[config.mk]
export PLATFORM = sky130hd
export DESIGN_NAME = udp_ipv4_frame_builder_core
export DESIGN_NICKNAME = d
export VERILOG_FILES = /design/src/uifb_pkg.sv /design/src/udp_ipv4_frame_builder_core.sv
export VERILOG_INCLUDE_DIRS = /design/src /design/src/src
export SDC_FILE = /design/constraint.sdc
export NUM_CORES = 1
export LEC_CHECK = 0
export ABC_AREA = 1
export BUFFER_PORTS_ARGS = -buffer_cell sky130_fd_sc_hd__buf_2
export CAP_MARGIN = 20
export CORE_AREA = 4 4 218 220
export DETAILED_ROUTE_END_ITERATION = 8
export DIE_AREA = 0 0 222 224
export PLACE_DENSITY = 0.59
export REMOVE_ABC_BUFFERS = 1
export SYNTH_ARGS = -nofsm -noshare
export SYNTH_HDL_FRONTEND = slang
export SYNTH_SLANG_ARGS = --single-unit
export TNS_END_PERCENT = 100
[constraint.sdc]
create_clock -name clk -period 5.94 [get_ports clk]
set_clock_uncertainty 0.15 [all_clocks]
set_input_delay 0 -clock clk [delete_from_list [all_inputs] [get_ports clk]]
set_output_delay 0 -clock clk [all_outputs]
set_load 0.05 [all_outputs]
[src/udp_ipv4_frame_builder_core_assert.svh]
// assertion macros shared by the frame builder rtl
`ifndef UDP_IPV4_FRAME_BUILDER_CORE_ASSERT_SVH
`define UDP_IPV4_FRAME_BUILDER_CORE_ASSERT_SVH

// same-cycle implication, checked outside reset
`define UIFB_ASSERT_NOW(label, clk, rst_n, ante, cons) \
	label: assert property (@(posedge clk) disable iff (!rst_n) (ante) |-> (cons)) \
		else $error("frame builder check failed");

// next-cycle implication, checked outside reset
`define UIFB_ASSERT_NEXT(label, clk, rst_n, ante, cons) \
	label: assert property (@(posedge clk) disable iff (!rst_n) (ante) |=> (cons)) \
		else $error("frame builder check failed");

`endif

[src/uifb_pkg.sv]
`timescale 1ns / 1ps

package uifb_pkg;

	// payload length limits
	localparam logic [10:0] PAYLOAD_MAX = 11'd1024;

	// header layout
	localparam logic [5:0] HDR_BYTES = 6'd56;
	localparam logic [15:0] IP_LEN_BASE = 16'd42;
	localparam logic [15:0] UDP_LEN_BASE = 16'd22;

	// fixed ipv4 header words: version/ihl, flags (df), ttl and protocol
	localparam logic [15:0] CHK_BASE = 16'hA311;

	// prefix tag, first byte most significant
	localparam logic [71:0] TAG_BYTES = 72'h4F_52_4D_32_50_72_6F_6A_00;

	// register indexes
	localparam logic [2:0] REG_DEST_MAC = 3'd0;
	localparam logic [2:0] REG_SOURCE_MAC = 3'd1;
	localparam logic [2:0] REG_SOURCE_IP = 3'd2;
	localparam logic [2:0] REG_DEST_IP = 3'd3;
	localparam logic [2:0] REG_SOURCE_PORT = 3'd4;
	localparam logic [2:0] REG_DEST_PORT = 3'd5;

	typedef struct packed {
		logic [7:0] payload_byte;
		logic [10:0] payload_length;
		logic [31:0] sequence_number;
	} payload_t;

	typedef struct packed {
		logic [7:0] frame_byte;
		logic last_of_frame;
	} frame_t;

endpackage

[src/udp_ipv4_frame_builder_core.sv]
`timescale 1ns / 1ps

// channel   | direction | handshake                      | payload
// ----------+-----------+--------------------------------+--------------------
// payload   | in        | payload_valid / payload_stall  | uifb_pkg::payload_t
// frame     | out       | frame_valid / frame_stall      | uifb_pkg::frame_t
// apb       | in        | psel/penable/pwrite, pready=1  | 64-bit data bus
//
// a payload byte that continues a packet leaves as one frame byte; a byte that
// starts a packet leaves as 57, one for each header byte and one for itself, all
// through the single frame output register at one byte per cycle while no frame_stall.
// arst_n clears the byte counter, pipeline valids and registers; no sweep.
// the next payload byte is taken while the current one waits in the output
// register; a stalled frame holds both stages.

module udp_ipv4_frame_builder_core (
	input  logic                clk,
	input  logic                arst_n,
	input  logic                payload_valid,
	output logic                payload_stall,
	input  uifb_pkg::payload_t  payload,
	output logic                frame_valid,
	input  logic                frame_stall,
	output uifb_pkg::frame_t    frame,
	input  logic                psel,
	input  logic                penable,
	input  logic                pwrite,
	input  logic [5:0]          paddr,
	input  logic [63:0]         pwdata,
	output logic [63:0]         prdata,
	output logic                pready
);

	// configuration registers
	logic [47:0] dest_mac_q;
	logic [47:0] source_mac_q;
	logic [31:0] source_ip_q;
	logic [31:0] dest_ip_q;
	logic [15:0] source_port_q;
	logic [15:0] dest_port_q;
	logic [19:0] cfg_sum_q;

	// packet state and stage one
	logic [10:0] remaining_q;
	logic        valid_s1;
	logic        start_s1;
	logic        last_s1;
	logic [7:0]  byte_s1;
	logic [10:0] plen_s1;
	logic [31:0] seq_s1;
	logic [5:0]  hdr_idx_q;
	logic [15:0] chk_q;

	// output register
	logic                frame_valid_q;
	uifb_pkg::frame_t    frame_q;

	logic        cfg_write;
	logic        accept;
	logic        pkt_start;
	logic [10:0] plen_sat;
	logic [10:0] remaining_next;
	logic        out_adv;
	logic        in_hdr;
	logic        emit;
	logic        s1_done;
	logic [15:0] ip_len;
	logic [15:0] udp_len;
	logic [19:0] sum_full;
	logic [16:0] sum_fold1;
	logic [15:0] sum_fold2;
	logic [7:0]  hdr_byte;

	// apb access
	assign pready = 1'b1;
	assign cfg_write = psel && penable && pwrite && pready;

	always_comb begin
		case (paddr[5:3])
			uifb_pkg::REG_DEST_MAC:    prdata = {16'd0, dest_mac_q};
			uifb_pkg::REG_SOURCE_MAC:  prdata = {16'd0, source_mac_q};
			uifb_pkg::REG_SOURCE_IP:   prdata = {32'd0, source_ip_q};
			uifb_pkg::REG_DEST_IP:     prdata = {32'd0, dest_ip_q};
			uifb_pkg::REG_SOURCE_PORT: prdata = {48'd0, source_port_q};
			uifb_pkg::REG_DEST_PORT:   prdata = {48'd0, dest_port_q};
			default:                   prdata = 64'd0;
		endcase
	end

	always_ff @(posedge clk or negedge arst_n) begin
		if (!arst_n) begin
			dest_mac_q <= '0;
			source_mac_q <= '0;
			source_ip_q <= '0;
			dest_ip_q <= '0;
			source_port_q <= '0;
			dest_port_q <= '0;
		end else if (cfg_write) begin
			case (paddr[5:3])
				uifb_pkg::REG_DEST_MAC:    dest_mac_q <= pwdata[47:0];
				uifb_pkg::REG_SOURCE_MAC:  source_mac_q <= pwdata[47:0];
				uifb_pkg::REG_SOURCE_IP:   source_ip_q <= pwdata[31:0];
				uifb_pkg::REG_DEST_IP:     dest_ip_q <= pwdata[31:0];
				uifb_pkg::REG_SOURCE_PORT: source_port_q <= pwdata[15:0];
				uifb_pkg::REG_DEST_PORT:   dest_port_q <= pwdata[15:0];
				default: ;
			endcase
		end
	end

	// checksum part that depends on configuration only
	always_ff @(posedge clk or negedge arst_n) begin
		if (!arst_n) begin
			cfg_sum_q <= 20'(uifb_pkg::CHK_BASE);
		end else begin
			cfg_sum_q <= 20'(uifb_pkg::CHK_BASE) + 20'(source_ip_q[31:16])
				+ 20'(source_ip_q[15:0]) + 20'(dest_ip_q[31:16]) + 20'(dest_ip_q[15:0]);
		end
	end

	// handshake and byte counter update
	assign out_adv = !frame_valid_q || !frame_stall;
	assign in_hdr = start_s1 && (hdr_idx_q != uifb_pkg::HDR_BYTES);
	assign emit = valid_s1 && out_adv;
	assign s1_done = emit && !in_hdr;
	assign payload_stall = valid_s1 && !s1_done;
	assign accept = payload_valid && !payload_stall;

	always_comb begin
		if (payload.payload_length == 11'd0) begin
			plen_sat = 11'd1;
		end else if (payload.payload_length > uifb_pkg::PAYLOAD_MAX) begin
			plen_sat = uifb_pkg::PAYLOAD_MAX;
		end else begin
			plen_sat = payload.payload_length;
		end
	end

	assign pkt_start = (remaining_q == 11'd0);
	assign remaining_next = (pkt_start ? plen_sat : remaining_q) - 11'd1;

	always_ff @(posedge clk or negedge arst_n) begin
		if (!arst_n) begin
			remaining_q <= '0;
			valid_s1 <= 1'b0;
			hdr_idx_q <= '0;
		end else begin
			if (accept) begin
				remaining_q <= remaining_next;
				valid_s1 <= 1'b1;
				hdr_idx_q <= '0;
			end else begin
				if (s1_done) begin
					valid_s1 <= 1'b0;
				end
				if (emit && in_hdr) begin
					hdr_idx_q <= hdr_idx_q + 6'd1;
				end
			end
		end
	end

	always_ff @(posedge clk) begin
		if (accept) begin
			start_s1 <= pkt_start;
			last_s1 <= (remaining_next == 11'd0);
			byte_s1 <= payload.payload_byte;
			if (pkt_start) begin
				plen_s1 <= plen_sat;
				seq_s1 <= payload.sequence_number;
			end
		end
	end

	// length fields and header checksum, settled long before their bytes go out
	assign ip_len = 16'(plen_s1) + uifb_pkg::IP_LEN_BASE;
	assign udp_len = 16'(plen_s1) + uifb_pkg::UDP_LEN_BASE;
	assign sum_full = cfg_sum_q + 20'(ip_len);
	assign sum_fold1 = 17'(sum_full[15:0]) + 17'(sum_full[19:16]);
	assign sum_fold2 = sum_fold1[15:0] + 16'(sum_fold1[16]);

	always_ff @(posedge clk) begin
		chk_q <= ~sum_fold2;
	end

	// header byte select
	always_comb begin
		case (hdr_idx_q)
			6'd0:  hdr_byte = dest_mac_q[47:40];
			6'd1:  hdr_byte = dest_mac_q[39:32];
			6'd2:  hdr_byte = dest_mac_q[31:24];
			6'd3:  hdr_byte = dest_mac_q[23:16];
			6'd4:  hdr_byte = dest_mac_q[15:8];
			6'd5:  hdr_byte = dest_mac_q[7:0];
			6'd6:  hdr_byte = source_mac_q[47:40];
			6'd7:  hdr_byte = source_mac_q[39:32];
			6'd8:  hdr_byte = source_mac_q[31:24];
			6'd9:  hdr_byte = source_mac_q[23:16];
			6'd10: hdr_byte = source_mac_q[15:8];
			6'd11: hdr_byte = source_mac_q[7:0];
			6'd12: hdr_byte = 8'h08;
			6'd14: hdr_byte = 8'h45;
			6'd16: hdr_byte = ip_len[15:8];
			6'd17: hdr_byte = ip_len[7:0];
			6'd20: hdr_byte = 8'h40;
			6'd22: hdr_byte = 8'h1e;
			6'd23: hdr_byte = 8'h11;
			6'd24: hdr_byte = chk_q[15:8];
			6'd25: hdr_byte = chk_q[7:0];
			6'd26: hdr_byte = source_ip_q[31:24];
			6'd27: hdr_byte = source_ip_q[23:16];
			6'd28: hdr_byte = source_ip_q[15:8];
			6'd29: hdr_byte = source_ip_q[7:0];
			6'd30: hdr_byte = dest_ip_q[31:24];
			6'd31: hdr_byte = dest_ip_q[23:16];
			6'd32: hdr_byte = dest_ip_q[15:8];
			6'd33: hdr_byte = dest_ip_q[7:0];
			6'd34: hdr_byte = source_port_q[15:8];
			6'd35: hdr_byte = source_port_q[7:0];
			6'd36: hdr_byte = dest_port_q[15:8];
			6'd37: hdr_byte = dest_port_q[7:0];
			6'd38: hdr_byte = udp_len[15:8];
			6'd39: hdr_byte = udp_len[7:0];
			6'd42: hdr_byte = uifb_pkg::TAG_BYTES[71:64];
			6'd43: hdr_byte = uifb_pkg::TAG_BYTES[63:56];
			6'd44: hdr_byte = uifb_pkg::TAG_BYTES[55:48];
			6'd45: hdr_byte = uifb_pkg::TAG_BYTES[47:40];
			6'd46: hdr_byte = uifb_pkg::TAG_BYTES[39:32];
			6'd47: hdr_byte = uifb_pkg::TAG_BYTES[31:24];
			6'd48: hdr_byte = uifb_pkg::TAG_BYTES[23:16];
			6'd49: hdr_byte = uifb_pkg::TAG_BYTES[15:8];
			6'd50: hdr_byte = uifb_pkg::TAG_BYTES[7:0];
			6'd52: hdr_byte = seq_s1[31:24];
			6'd53: hdr_byte = seq_s1[23:16];
			6'd54: hdr_byte = seq_s1[15:8];
			6'd55: hdr_byte = seq_s1[7:0];
			default: hdr_byte = 8'h00;
		endcase
	end

	// output register
	always_ff @(posedge clk or negedge arst_n) begin
		if (!arst_n) begin
			frame_valid_q <= 1'b0;
		end else if (out_adv) begin
			frame_valid_q <= emit;
		end
	end

	always_ff @(posedge clk) begin
		if (emit) begin
			if (in_hdr) begin
				frame_q.frame_byte <= hdr_byte;
				frame_q.last_of_frame <= 1'b0;
			end else begin
				frame_q.frame_byte <= byte_s1;
				frame_q.last_of_frame <= last_s1;
			end
		end
	end

	assign frame_valid = frame_valid_q;
	assign frame = frame_q;

	// checks
	`include "udp_ipv4_frame_builder_core_assert.svh"

	`UIFB_ASSERT_NOW(a_hdr_blocks_input, clk, arst_n, valid_s1 && in_hdr, payload_stall)
	`UIFB_ASSERT_NEXT(a_start_loads_hdr, clk, arst_n, accept && pkt_start, start_s1 && (hdr_idx_q == 6'd0))
	`UIFB_ASSERT_NOW(a_last_clears_count, clk, arst_n, valid_s1 && last_s1, remaining_q == 11'd0)
	`UIFB_ASSERT_NOW(a_hdr_idx_range, clk, arst_n, valid_s1, hdr_idx_q <= uifb_pkg::HDR_BYTES)

endmodule

==> out/metrics.yaml, run 1 <==
status: "finished, final reports clean"
clock_sinks: 308
relSlewSlack: 0.198
grtUsageMet3: 0.0560
avgSynthCellArea_um2: 8.09
finalInstanceArea_um2: 22800
p_leak_nw: 10.9
crit_type: "reg -> reg"
setup.worst_path.start_class: "flop"
synth-seq-cells: 308
yosysWarnings: 0
vdd_ir_drop_max_uv: 277
grt_pass1_vias: 17300
p_per_area_nw_per_um2: 406
cpMaxStageDelayCell: "edfxtp_1"
viasPerCell: 5.47
fin_crit_sh: 0.945
cpPeakStageDelay_ns: 0.53
netlist_area_um2: 18100
layout_min_cycle_time_ns: 5.61
setup_viol: 0
drt_wl_total_um: 69500
cts_tree: "built"
p_switching_mw: 3.84
grt_pass1_wl_um: 105000
hpwl_um: 50300
drive_above_1_share: 0.142
max-cap-violations: 0
grt_max_degree: 89
grt_busiest_layer: "met2"
area_delta_synth_final_pct: 25.9
rows: 78
cts_root_buffer: "clkbuf_16"
synth_cell_types: 56
grt_antenna_before_repair: 0
slew_violations: 0
fmax_ghz: 0.178
p_int_mw: 5.41
io_buffers: 167
end_kind: "flop"
postSynthCellCount: 2239
async_reset_ff_frac: 0.747
ys.flop_type: "dfrtp_1"
grt.total_usage: 0.273
fp.dieW_um: 222
synth_edf_count: 62
hold_viol: 0
core_area_um2: 45300
htreeDepth: 2
clk_pin_slew_ns: 0.06
via_count: 17500
power_frac_seq: 0.329
swShare: 0.415
numCtsBuffers: 36
hold_path_class: "in -> reg"
dr.pass1.iters: 5
place_area_um2: 19600
chipHeight_um: 224
crit_arrival_ns: 5.91
required_ns: 6.24
met2_usage: 0.429
drt_iter0_drc: 1649
clock_latency_ns: 0.57
drcViolationCount: 0
seq_area_frac_synth: 0.439
gp_congestion: 1.02
start_util: 0.400
holdWs_ns: 0.0250
insertedDiodeCount: 0
dp_cells: 2960
power_frac_clock: 0.252
use_met1: 0.371
nets: 2800
worst_pin_slew_ns: 1.20
cts_buffer_depth: 3
routedWlPerCell_um: 21.7
grt.overflow.total: 0
total_power_mw: 9.26
pwr-share-comb: 0.419
instances_no_fill: 3205
ant_nets: 0
dieArea_um2: 49700
path_max_fanout: 5
io_pins: 204
final cells by class:
cell class / count / area [µm²]
well taps: 600 / 751
multi-input cells: 1540 / 8830
repair buffers: 365 / 2820
flip-flops and latches: 308 / 7950
inverters: 326 / 1220
clock buffers: 51 / 1070
fillers: 4382 / 22500
clock inverters: 15 / 173
cell usage after synthesis, drive strengths merged (12+ instances only):
| cell | number | area share |
|---|---|---|
| a21oi | 56 | 0.016 |
| a221oi | 19 | 0.0092 |
| a22oi | 44 | 0.018 |
| buf | 20 | 0.0079 |
| clkbuf | 60 | 0.012 |
| dfrtp | 224 | 0.31 |
| dfxtp | 16 | 0.018 |
| edfxtp | 62 | 0.10 |
| fa | 33 | 0.036 |
| ha | 62 | 0.043 |
| inv | 326 | 0.068 |
| nand2 | 607 | 0.13 |
| nand3 | 110 | 0.033 |
| nand4 | 30 | 0.010 |
| nor2 | 113 | 0.026 |
| nor3 | 22 | 0.0075 |
| o2111ai | 12 | 0.0058 |
| o211ai | 15 | 0.0062 |
| o21ai | 265 | 0.074 |
| o22ai | 32 | 0.011 |
| xnor2 | 17 | 0.0082 |
| xor2 | 30 | 0.015 |
placed cells by master (no fill, tap or decap), types with 9 or more instances in the layout:
cell type	count
dfxtp_1	16
buf_2	166
nand2_1	572
a22oi_1	44
o211ai_1	15
a22o_1	10
clkbuf_16	38
nor3_1	15
a221oi_1	19
fa_1	32
inv_2	13
nor2_2	18
o2111ai_1	12
xnor2_1	16
conb_1	17
o22ai_1	32
nand2_2	32
nand4_1	30
dfrtp_1	224
ha_1	54
nor2_1	91
o21ai_0	258
dlygate4sd3_1	168
inv_1	313
nand3_1	100
buf_4	25
xor2_1	27
nor4_1	9
a21oi_1	53
edfxtp_1	62
power by group through the flow:
stage	logic (mW)	registers, mW	clock network [mW]
final	3.88	3.05	2.33
after global routing	4.34	3.08	2.46
after CTS	3.77	3.02	2.36
after detailed placement	3.63	3.06	0
after global placement	3.59	3.06	0
after floorplan	2.62	2.92	0
through the flow:
| step | TNS (ns) | util | worst slack, ns |
|---|---|---|---|
| CTS | 0 | 0.498 | 0.0940 |
| global placement | 0 | 0.432 | 0.305 |
| detailed placement | 0 | 0.432 | 0.131 |
| floorplan | 0 | - | 0.900 |
| global route | -0.0759 | 0.504 | -0.0525 |
| finish | 0 | 0.504 | 0.329 |
per-layer routing:
metal,part of all wire,routed length [µm],up-vias
li1,-,-,8083
met1,0.41,28800,8411
met2,0.45,30900,878
met3,0.091,6290,171
met4,0.050,3490,0
met5,0,0,-
kinds of logic after synthesis:
| group | Yosys count | share of synthesized area |
|---|---|---|
| compound gates | 479 | 0.157 |
| xor+xnor | 47 | 0.0227 |
| other cells | 2 | 0.000415 |
| buf+inv | 406 | 0.0879 |
| simple gates | 902 | 0.214 |
| flops | 308 | 0.439 |
| fa+ha+maj | 95 | 0.0793 |
worst paths after layout:
path / from / endpoint / slack, ns / cells after the start
max: plen_s1[7] / chk_q[14] / 0.33 / 32
min: payload[22] / seq_s1[22] / 0.02 / 2
max reg2reg: plen_s1[7] / chk_q[14] / 0.33 / 32
min reg2reg: source_mac_q[33] / source_mac_q[33] / 0.33 / 2
max in group asynchronous: arst_n / remaining_q[8] / 4.16 / 4
min in group asynchronous: arst_n / cfg_sum_q[8] / 0.46 / 3
critical path: cells and delay by family, from the launching register on:
kind / cells / cell delay [ns]
DFF: 1 / 0.53
and+or+nand+nor: 20 / 2.67
adders and majority gates: 5 / 1.34
AOI/OAI and AO/OA: 1 / 0.22
buffers and inverters: 4 / 0.21
xor gates and xnor gates: 2 / 0.38
timing repair:
item / CTS / global route
hold buffers: 169 / 0
setup buffers: 0 / 7
endpoints found under the setup margin: 0 / 8
hold endpoints to repair: 357 / 0
gates resized for setup: 0 / 36
registers in the layout, indices dropped and copies added (netlist names), 16 cells and up:
name / count
cfg_sum_q: 19
chk_q: 16
dest_ip_q: 32
dest_mac_q: 48
dest_port_q: 16
seq_s1: 32
source_ip_q: 32
source_mac_q: 48
source_port_q: 16
(Power assumes the default switching activity.)
==> run 2, diff against run 1 <==
==> constraint.sdc (replaced) <==
create_clock -name clk -period 5.7 [get_ports clk]
set_clock_uncertainty 0.15 [all_clocks]
set_input_delay 0 -clock clk [delete_from_list [all_inputs] [get_ports clk]]
set_output_delay 0 -clock clk [all_outputs]
set_load 0.05 [all_outputs]
==> out/metrics.yaml, run 2 (synthesis gave the netlist of run 1 again) <==
area_delta_synth_final_pct: 26.5
end_kind: "flop"
hold_viol: 0
critPathLaunch: "plen_s1[2]"
dr.pass1.iters: 5
worstSetupPathDepth: 34
drt_wl_total_um: 69700
clk_pin_slew_ns: 0.06
status: "finished, final reports clean"
cts_buffer_depth: 3
fin_crit_sh: 0.971
drive_above_1_share: 0.146
cpMaxStageDelayCell: "edfxtp_1"
worstReg2RegStart: "plen_s1[2]"
drcViolationCount: 0
crit_arrival_ns: 5.84
start_util: 0.400
max-cap-violations: 0
path_max_fanout: 4
crit_type: "reg -> reg"
grt_pass1_vias: 16900
final_cell_mix: "569 x nand2_1, 313 x inv_1, 258 x o21ai_0"
dp_cells: 2961
layout_min_cycle_time_ns: 5.53
viasPerCell: 5.46
cp-endpoint: "chk_q[14]"
routedWlPerCell_um: 21.6
setup.worst_path.start_class: "flop"
relSlewSlack: 0.301
ant_nets: 0
dieArea_um2: 49700
cpPeakStageDelay_ns: 0.45
reg_top3: "dest_mac_q: 48 flops, source_mac_q: 48 flops"
cts_root_buffer: "clkbuf_16"
r2r_setup_slack_ns: 0.17
grt.overflow.total: 0
grt_max_degree: 138
final_common_cell: "nand2_1"
reg2reg_to: "chk_q[14]"
place_area_um2: 19600
required_ns: 6.00
setup_viol: 0
slew_violations: 0
vdd_ir_drop_max_uv: 239
fin_util: 0.506
clock_latency_ns: 0.57
cp_num_buf_inv: 4
fmax_ghz: 0.181
worst_r2r_path_depth: 34
path_delay_family: "simple AND/OR/NAND/NOR gates"
grt_pass1_wl_um: 104000
place_ws_ns: 0.140
hpwl_um: 50900
fp.dieW_um: 222
clock_sinks: 308
via_count: 17600
io_pins: 204
finalWorstSetupSlack_ns: 0.166
numCtsBuffers: 38
grt.total_usage: 0.272
p_per_area_nw_per_um2: 422
rows: 78
gp_congestion: 1.00
cts_tree: "built"
nets: 2810
total_power_mw: 9.66
htreeDepth: 2
instances_no_fill: 3219
hold_path_class: "in -> reg"
p_leak_nw: 10.9
drt_iter0_drc: 1921
finalInstanceArea_um2: 22900
nFillCells: 4350
io_buffers: 167
worst_pin_slew_ns: 1.05
core_area_um2: 45300
chipHeight_um: 224
grt_antenna_before_repair: 2
run 2: power by group:
| group | internal [mW] | total [mW] | switching [mW] | leakage [nW] |
|---|---|---|---|---|
| clock | 1.38 | 2.40 | 1.02 | 0.599 |
| sequential | 2.75 | 3.19 | 0.441 | 3.63 |
| combinational | 1.45 | 4.08 | 2.62 | 6.70 |
| total | 5.58 | 9.66 | 4.08 | 10.9 |
run 2: stage by stage:
step | setup TNS [ns] | hold WS [ns]
floorplan | 0 | -0.446
global placement | 0 | -0.0754
detailed placement | 0 | -0.0829
CTS | 0 | 0.000750
global route | -0.214 | 0.0288
finish | 0 | 0.0450
run 2: worst min-delay path by stage:
stage / cells after the start / slack [ns] / end / startpoint
floorplan: 0 / -0.45 / cfg_sum_q[10] / arst_n
global placement: 1 / -0.08 / source_mac_q[33] / arst_n
detailed placement: 1 / -0.08 / source_mac_q[33] / arst_n
CTS: 2 / 0.0008 / seq_s1[20] / payload[20]
global route: 2 / 0.03 / seq_s1[16] / payload[16]
finish: 2 / 0.05 / seq_s1[16] / payload[16]
run 2: what timing repair did:
item,4_1_cts,5_1_grt
hold buffers,177,0
endpoints found under the hold margin,370,0
endpoints found under the setup margin,0,8
setup buffers,0,9
gates resized for setup,0,47
run 2: cell type report:
cell class | instances | area (µm²) | share of cell area
sequential | 308 | 7950 | 0.347
inverter | 326 | 1220 | 0.0534
antenna | 2 | 5.00 | 0.000218
clock buffer | 52 | 1070 | 0.0469
clock inverter | 18 | 148 | 0.00644
multi-input combinational | 1540 | 8890 | 0.388
timing repair buffer | 373 | 2870 | 0.125
tap | 600 | 751 | 0.0328
run 2: worst reg2reg max path, delay by kind of cell, from the launching register on:
| family | cells | cell delay [ns] |
|---|---|---|
| and+or+nand+nor | 21 | 2.58 |
| adders and majority gates | 6 | 1.50 |
| DFF | 1 | 0.45 |
| xor gates and xnor gates | 2 | 0.35 |
| buffers and inverters | 4 | 0.30 |
| AOI/OAI and AO/OA | 1 | 0.08 |
run 2: routing by layer:
metal,up-vias,track usage,part of all wire
met2,880,0.432,0.45
li1,8096,-,-
met4,0,0.112,0.046
met3,158,0.0406,0.084
met1,8429,0.376,0.42
met5,-,0,0
==> run 3, diff against run 2 <==
--- a/config.mk
+++ b/config.mk
@@ -12,6 +12,7 @@
 export CORE_AREA = 4 4 218 220
 export DETAILED_ROUTE_END_ITERATION = 8
 export DIE_AREA = 0 0 222 224
+export GPL_TIMING_DRIVEN = 0
 export PLACE_DENSITY = 0.59
 export REMOVE_ABC_BUFFERS = 1
 export SYNTH_ARGS = -nofsm -noshare
==> out/metrics.yaml, run 3 (synthesis gave the netlist of run 1 again) <==
status: "finished, final reports clean"
viasPerCell: 5.41
cpMaxStageDelayCell: "fa_2"
slew_violations: 0
chipHeight_um: 224
gp_congestion: 1.01
io_buffers: 167
fp.dieW_um: 222
tns_ns: 0
numCtsBuffers: 35
finalWorstSetupSlack_ns: 0.250
place_area_um2: 19700
end_kind: "flop"
grt.total_usage: 0.263
drive_above_1_share: 0.153
fin_util: 0.501
multi_input_area_um2: 9000
cts_buffer_depth: 3
start_util: 0.400
cp_num_buf_inv: 4
max-cap-violations: 0
cpPeakStageDelay_ns: 0.41
clock_latency_ns: 0.54
insertedDiodeCount: 0
core_area_um2: 45300
setup.worst_path.start_class: "flop"
hpwl_um: 50700
layout_min_cycle_time_ns: 5.45
htreeDepth: 2
final_common_cell: "nand2_1"
grt_antenna_before_repair: 0
cts_root_buffer: "clkbuf_16"
clock_sinks: 308
area_delta_synth_final_pct: 25.1
path_delay_family: "simple AND/OR/NAND/NOR gates"
instances_no_fill: 3175
place_ws_ns: -0.763
rows: 78
fin_crit_sh: 0.956
nets: 2774
grt.overflow.total: 0
grt_max_degree: 97
crit_type: "reg -> reg"
path_max_fanout: 5
p_leak_nw: 10.8
fmax_ghz: 0.183
vdd_ir_drop_max_uv: 236
p_per_area_nw_per_um2: 416
worst_pin_slew_ns: 1.10
setup_viol: 0
io_pins: 204
grt_pass1_wl_um: 101000
routedWlPerCell_um: 21.4
hold_path_class: "in -> reg"
seq_area_um2: 7950
required_ns: 5.97
reg_top3: "dest_mac_q: 48 flops, source_mac_q: 48 flops"
final_cell_mix: "567 x nand2_1, 312 x inv_1, 258 x o21ai_0"
hold_viol: 0
clk_pin_slew_ns: 0.07
finalInstanceArea_um2: 22700
ant_nets: 0
drt_wl_total_um: 67900
nFillCells: 4399
via_count: 17200
drcViolationCount: 0
drt_iter0_drc: 1729
grt_pass1_vias: 16500
dp_cells: 2961
crit_arrival_ns: 5.72
cpMostUsedCell: "nand2_1"
dr.pass1.iters: 6
dieArea_um2: 49700
relSlewSlack: 0.263
cts_tree: "built"
-- run 3: changes by cell type in the layout (fill, tap and decap cells not counted), sizes merged --
cell / previous run / this run
buf: 197 / 210
dlygate4sd3: 176 / 130
clkbuf: 52 / 45
clkinv: 14 / 11
inv: 326 / 327
clkinvlp: 3 / 2
diode: 2 / 0
bufinv: 1 / 2
-- run 3: through the flow --
| stage | hold slack, ns | power, mW |
|---|---|---|
| after floorplan | -0.446 | 5.78 |
| after global placement | 0.0281 | 6.83 |
| after detailed placement | -0.232 | 6.91 |
| after CTS | 0.00232 | 9.33 |
| after global routing | 0.0415 | 10.1 |
| final | 0.0320 | 9.43 |
-- run 3: per-layer routing --
metal / vias to the layer above / track usage / routed length, µm
li1: 8010 / - / -
met1: 8169 / 0.357 / 28000
met2: 836 / 0.406 / 30500
met3: 158 / 0.0558 / 6090
met4: 0 / 0.119 / 3310
met5: - / 0 / 0
-- run 3: final cells by class --
type / instances / area share
clock buffers: 45 / 0.0431
clock inverters: 16 / 0.00602
inverters: 326 / 0.0540
multi-input cells: 1540 / 0.397
flip-flops and latches: 308 / 0.350
well taps: 600 / 0.0331
repair buffers: 340 / 0.116
-- run 3: repair_timing --
| item | 4_1_cts | 5_1_grt |
|---|---|---|
| buffers inserted | 9 | 13 |
| setup endpoints to repair | 12 | 9 |
| hold buffers | 131 | 0 |
| endpoints found under the hold margin | 501 | 0 |
| pin swaps | 11 | 22 |
| resized for setup | 26 | 37 |
-- run 3: worst paths after layout --
kind | start | cells after the start | slack [ns] | to
worst max-delay path | plen_s1[4] | 32 | 0.25 | chk_q[13]
worst min-delay path | paddr[5] | 4 | 0.03 | dest_ip_q[4]
worst max register to register | plen_s1[4] | 32 | 0.25 | chk_q[13]
worst min register to register | dest_mac_q[21] | 2 | 0.34 | dest_mac_q[21]
max in group asynchronous | arst_n | 4 | 4.46 | cfg_sum_q[0]
min in group asynchronous | arst_n | 4 | 0.42 | dest_mac_q[47]
-- run 3: worst reg2reg max path, delay by kind of cell, from the launching register on --
kind	cells	cell delay (ns)
buffers and inverters	4	0.30
DFF	1	0.39
AOI/OAI and AO/OA	1	0.20
adders and majority gates	4	1.25
and+or+nand+nor	21	2.64
xor gates and xnor gates	2	0.40
-- run 3: power by group --
group	internal, mW	switching [mW]
clock network	1.30	0.957
logic	1.43	2.57
registers	2.75	0.422
